===== config.mk =====
export PLATFORM = sky130hd
export DESIGN_NAME = mse_ctrl
export DESIGN_NICKNAME = d
export VERILOG_FILES = /design/src/hw/rtl/assert_macros.svh /design/src/hw/rtl/mse_pkg.sv /design/src/hw/rtl/mse_ctrl.sv
export SDC_FILE = /design/constraint.sdc
export NUM_CORES = 1
export LEC_CHECK = 0
export BUFFER_PORTS_ARGS = -buffer_cell sky130_fd_sc_hd__buf_2
export CORE_AREA = 2 2 39 41
export DETAILED_ROUTE_END_ITERATION = 12
export DIE_AREA = 0 0 41 43
export GPL_TIMING_DRIVEN = 1
export PLACE_DENSITY = 0.54
export SLEW_MARGIN = 25
export SYNTH_ARGS = -nofsm -noshare
export SYNTH_HDL_FRONTEND = slang
export SYNTH_SLANG_ARGS = --single-unit

===== constraint.sdc =====
create_clock -name i_clk -period 1.8 [get_ports i_clk]
set_clock_uncertainty 0.05 [all_clocks]
set_input_delay 0.36 -clock i_clk [delete_from_list [all_inputs] [get_ports i_clk]]
set_output_delay 0.36 -clock i_clk [all_outputs]
set_load 0.01 [all_outputs]

===== src/hw/rtl/assert_macros.svh =====
// Assertion macros used by the top RTL file of the merge sort engine.
`ifndef ASSERT_MACROS_SVH
`define ASSERT_MACROS_SVH
`ifndef SYNTHESIS
// The condition must hold at every clock edge outside reset.
`define ASSERT_ALWAYS(lbl, clk, rst_n, cond) \
    lbl: assert property (@(posedge clk) disable iff (!rst_n) (cond)) \
        else $error("%m: assertion failed");
// The consequent must hold in the same cycle as the antecedent.
`define ASSERT_IMPLIES(lbl, clk, rst_n, ante, cons) \
    lbl: assert property (@(posedge clk) disable iff (!rst_n) (ante) |-> (cons)) \
        else $error("%m: assertion failed");
// The consequent must hold in the cycle after the antecedent.
`define ASSERT_NEXT(lbl, clk, rst_n, ante, cons) \
    lbl: assert property (@(posedge clk) disable iff (!rst_n) (ante) |=> (cons)) \
        else $error("%m: assertion failed");
`else
`define ASSERT_ALWAYS(lbl, clk, rst_n, cond)
`define ASSERT_IMPLIES(lbl, clk, rst_n, ante, cons)
`define ASSERT_NEXT(lbl, clk, rst_n, ante, cons)
`endif
`endif


===== src/hw/rtl/mse_pkg.sv =====
// Shared types and constants of the merge sort engine.
package mse_pkg;

    localparam int DATA_W = 32;

    // Commands from the controller to the datapath.
    typedef struct packed {
        logic load;        // store the incoming word in the primary store
        logic clear;       // start a new set before the load is stored
        logic sort_begin;  // the set is closed, prepare the first merge pass
        logic fetch;       // read out the next sorted word
        logic sorted;      // the current set has been sorted
        logic run_init;    // set up the pointers of the next pair of runs
        logic merge_step;  // move one word from source to destination store
        logic next_run;    // the pair of runs is done, move to the next pair
        logic pass_end;    // the pass is done, double the run width and swap
    } t_dp_cmd;

    // Status from the datapath back to the controller.
    typedef struct packed {
        logic run_last;    // this merge step writes the last word of the pair
        logic pass_last;   // the current pair of runs ends the pass
        logic sort_done;   // the run width covers the whole set
    } t_dp_stat;

endpackage


===== src/hw/rtl/mse_ctrl.sv =====
// Controller state machine of the merge sort engine.
module mse_ctrl
    import mse_pkg::*;
(
    input  logic     i_clk,
    input  logic     i_rst_n,
    input  logic     start,
    input  logic     i_opcode,
    input  logic     i_last_load,
    input  t_dp_stat i_stat,
    output t_dp_cmd  o_cmd,
    output logic     busy
);

    typedef enum logic [1:0] {
        S_IDLE,
        S_RUN_INIT,
        S_MERGE
    } t_state;

    t_state r_state, n_state;
    logic   r_busy, n_busy;
    logic   r_sorted, n_sorted;
    t_dp_cmd cmd;

    always_comb begin
        n_state  = r_state;
        n_sorted = r_sorted;
        cmd      = '0;
        cmd.sorted = r_sorted;
        unique case (r_state)
            S_IDLE: begin
                if (start) begin
                    if (!i_opcode) begin
                        cmd.load  = 1'b1;
                        cmd.clear = r_sorted;
                        n_sorted  = 1'b0;
                        if (i_last_load) begin
                            cmd.sort_begin = 1'b1;
                            n_state        = S_RUN_INIT;
                        end
                    end else begin
                        cmd.fetch = 1'b1;
                    end
                end
            end
            S_RUN_INIT: begin
                if (i_stat.sort_done) begin
                    n_sorted = 1'b1;
                    n_state  = S_IDLE;
                end else begin
                    cmd.run_init = 1'b1;
                    n_state      = S_MERGE;
                end
            end
            S_MERGE: begin
                cmd.merge_step = 1'b1;
                if (i_stat.run_last) begin
                    n_state = S_RUN_INIT;
                    if (i_stat.pass_last) begin
                        cmd.pass_end = 1'b1;
                    end else begin
                        cmd.next_run = 1'b1;
                    end
                end
            end
            default: begin
                n_state = S_IDLE;
            end
        endcase
        n_busy = (n_state != S_IDLE);
    end

    always_ff @(posedge i_clk) begin
        if (!i_rst_n) begin
            r_state  <= S_IDLE;
            r_busy   <= 1'b0;
            r_sorted <= 1'b0;
        end else begin
            r_state  <= n_state;
            r_busy   <= n_busy;
            r_sorted <= n_sorted;
        end
    end

    assign o_cmd = cmd;
    assign busy  = r_busy;

endmodule


=== Word level (Yosys, flattened, before mapping) ===
Index checks and enable logic that the tools add are counted.

* Register bits after elaboration: 4
* Bits of input ports: 8
* Output and inout bits: 10
* Logic and storage cells: 33

* Eq/ne operators: 5
* Multiplexer cells: 21
* Reductions and logical operators: 4

{| class="wikitable"
|+ Operators with widths
! kind !! number
|-
| $mux 2 || 6
|-
| $mux 1 || 9
|-
| $mux 4 || 2
|-
| $mux 3 || 2
|-
| $ne 2x2->1 const B || 3
|-
| $pmux 2 s3 || 1
|-
| $reduce_and 4->1 || 1
|-
| $reduce_bool 2->1 || 2
|-
| $eq 2x1->1 const B || 1
|-
| $eq 2x2->1 const B || 1
|-
| $logic_not 2->1 || 1
|-
| $pmux 1 s2 || 1
|}

=== Depth between registers and ports, before layout ===
* Depth after elaboration: 5
* Gate-level depth with buffers: 2
* Mapped depth without buffers: 2

=== Least setup slack after synthesis ===
OpenSTA, ideal clock, no wires.

* Path kind: register to output
* From: register r_state[1]
* To: output o_cmd[6] (netlist bit)
* Arrival time: 0.971 ns
* Data required time: 1.390 ns
* Slack: 0.419 ns
* Cell stages (with the launch flop): 3
* Path buffers: 0
* Cell sequence: dfxtp_1 > nor4b_4 > and2_1

{| class="wikitable"
|+ RTL lines
! what !! RTL line !! source
|-
| start: declaration || mse_ctrl.sv:21 || <nowiki>t_state r_state, n_state;</nowiki>
|-
| start signal: assignment || mse_ctrl.sv:80 || <nowiki>r_state <= n_state;</nowiki>
|-
| end: declaration || mse_ctrl.sv:11 || <nowiki>output t_dp_cmd o_cmd,</nowiki>
|}

==> flow_summary.yaml <==
outcome:
  outcome: "complete, no violations"
clock_network:
  tritoncts: "yes"
  clk_pin_slew_ns: 0.04
  clockBufferDepth: 2
  ctsHoldBuffers: 0
  cts_max_level: 1
  cts_inserted_buffers: 3
  post_cts_buffers: 0
  cts_num_sinks: 4
  cts_root_buffer: "clkbuf_4"
  clkLatencyLatePin_ns: 0.23
critical_path:
  crit_path_end_kind: "output port"
  slowest_stage: "dfxtp_2"
  crit_required_ns: 1.39
  cp_cell_sequence: "nor4b_4 > and2_1 > buf_2"
  worst-endpoint-arrival_ns: 1.24
  startpoint_type: "flop"
  path_class: "reg -> out"
  crit_family: "simple AND/OR/NAND/NOR gates"
  cpPeakStageDelay_ns: 0.36
  path_max_fanout: 9
  cp.buffers_inverters: 1
finish:
  design_area_um2: 377
  drive_gt1_share_pct: 55.6
  syn_to_final_growth_pct: 47.5
  final_net_count: 55
  diodes: 0
sta:
  min_period_ns: 1.65
  timing.fmax_mhz: 607
  post-route-period-util_pct: 91.6
  rsz0062_at_grt: "no"
  worst_slew_pin_slew_ns: 0.296
  tns_ns: 0
  max_slew_margin_pct: 80.2
  setup_violations: 0
  hold_viol_final: 0
  final-max-slew-violation-count: 0
power_and_ir_drop:
  cellPowerDensity_nw_per_um2: 629
  p_leak_nw: 0.190
  ir_worst_vdd_mv: 0.327
routing:
  drtIter0Drc: 3
  via_count: 271
  viasPerCell: 4.44
  drtAntennaViolNets: 0
  drc_errors: 0
  wl_per_cell_um: 9.79
  totalWireLength_um: 597
  drt_first_pass_iters: 4
die:
  dieWidth_um: 41
  rows: 14
  die_area_um2: 1760
  pin_count: 18
  coreArea_um2: 1380
  die_h_um: 43
  start_util_pct: 18.4
placed_design:
  io_buffers: 17
  place_area_um2: 353
  gp_congestion: 0.583
  hpwl_um: 507
logic_synthesis:
  ys_ff_latch: 4
  synth_area_leader_cell: "dfxtp_1"
  synth-edff-count: 0
  synthFlopType: "dfxtp_1"
  synthCells: 26
  yosysTopAreaCellShare_pct: 31.4
  seq_area_frac_synth_pct: 31.4
  synth.avg_cell_area_um2: 9.82
  ys_warn_count: 0
  synthTopCellsByArea: "dfxtp_1 31%, nor4b_4 9.3%, and2_1 7.4%"
  synth_most_common_cell: "dfxtp_1"
  syn_nets: 34
  ys_top_cells_by_count: "4 x dfxtp_1, 3 x and2_1, 3 x nand2_1"
  async_reset_ff_share_pct: 0
  synth.distinct_cells: 19
  synth_area_um2: 255
grt:
  grt_pass1_vias: 238
  antenna_found_initial: 0
  grt_max_degree: 10
  grt_pass1_wl_um: 903
  grt-ovfl-total: 0
  track_usage_pct: 8.32
hold_path:
  hold_class: "in -> reg"
flow_run:
  maxCapViolCount: 0
[final timing paths]
check                to  slack (ns)  depth (start not counted)  startpoint
max            o_cmd[7]        0.15                          3  r_state[1]
min          r_state[0]        0.35                          3   i_stat[2]
max reg2reg        busy        0.69                          2  r_state[0]
min reg2reg    r_sorted        0.41                          2    r_sorted
[placed cells by master, fill, tap and decap left out]
cell,synthesis,final
a221o_1,1,1
and3_2,1,1
nor2b_2,1,1
and2_1,3,3
dfxtp_2,0,1
o21ai_0,1,1
nor4bb_1,1,1
clkbuf_4,0,3
nor3_1,1,1
and3b_1,1,1
nand4bb_1,1,1
nand4b_1,1,1
dfxtp_1,4,3
buf_2,0,17
nand2b_1,1,1
nor3b_2,1,1
nand2_1,3,3
nor4b_4,1,1
nor3b_1,1,1
a21oi_1,1,1
o21a_1,1,1
[where the power goes]
part / switching (mW) / total, mW / internal (mW)
Combinational: 0.0166 / 0.0349 / 0.0183
Sequential: 0.00294 / 0.0947 / 0.0918
Clock: 0.0331 / 0.107 / 0.0743
Total: 0.0526 / 0.237 / 0.184
[tightest hold or removal path: cells and delay by family]
| family | cells | cell delay (ns) |
|---|---|---|
| AOI/OAI and AO/OA | 1 | 0.05 |
| buffers and inverters | 1 | 0.12 |
| and+or+nand+nor | 1 | 0.06 |
[metrics by stage]
stage	util (%)	hold WS [ns]	power [mW]	setup slack, ns	instances
global route	27.2	0.366	0.255	0.0390	61
floorplan	-	0.395	0.112	0.419	26
detailed placement	25.5	0.418	0.132	0.269	58
finish	27.2	0.352	0.237	0.152	61
CTS	27.1	0.351	0.245	0.0683	61
global placement	25.5	0.432	0.131	0.279	58
[metal layers]
layer | up-vias | track usage (%) | wire length, um
li1 | 134 | - | -
met1 | 124 | 7.37 | 232
met2 | 13 | 12.2 | 282
met3 | 0 | 9.42 | 82
met4 | 0 | 2.00 | 0
met5 | - | 0 | 0
[cell families after synthesis]
logic type | after synthesis | synth area share [%]
buffers and inverters | 1 | 2.94
AOI/OAI and AO/OA | 4 | 10.8
and+or+nand+nor | 17 | 54.9
DFF | 4 | 31.4
[registers in the layout, summed over array words and instances (netlist names)]
| register | flops |
|---|---|
| r_state | 2 |
| r_sorted | 1 |
| busy | 1 |
[timing repair]
| item | in CTS | in global routing |
|---|---|---|
| gates resized for setup | 0 | 1 |
| endpoints found under the hold margin | 0 | 0 |
| setup endpoints to repair | 0 | 2 |
[cell type report]
type	instances	area (um2)
Fill cell	159	1010
Sequential cell	4	81.3
Timing Repair Buffer	17	85.1
Multi-Input combinational cell	21	168
Clock buffer	3	22.5
Tap cell	16	20.0
(Power assumes the default switching activity.)
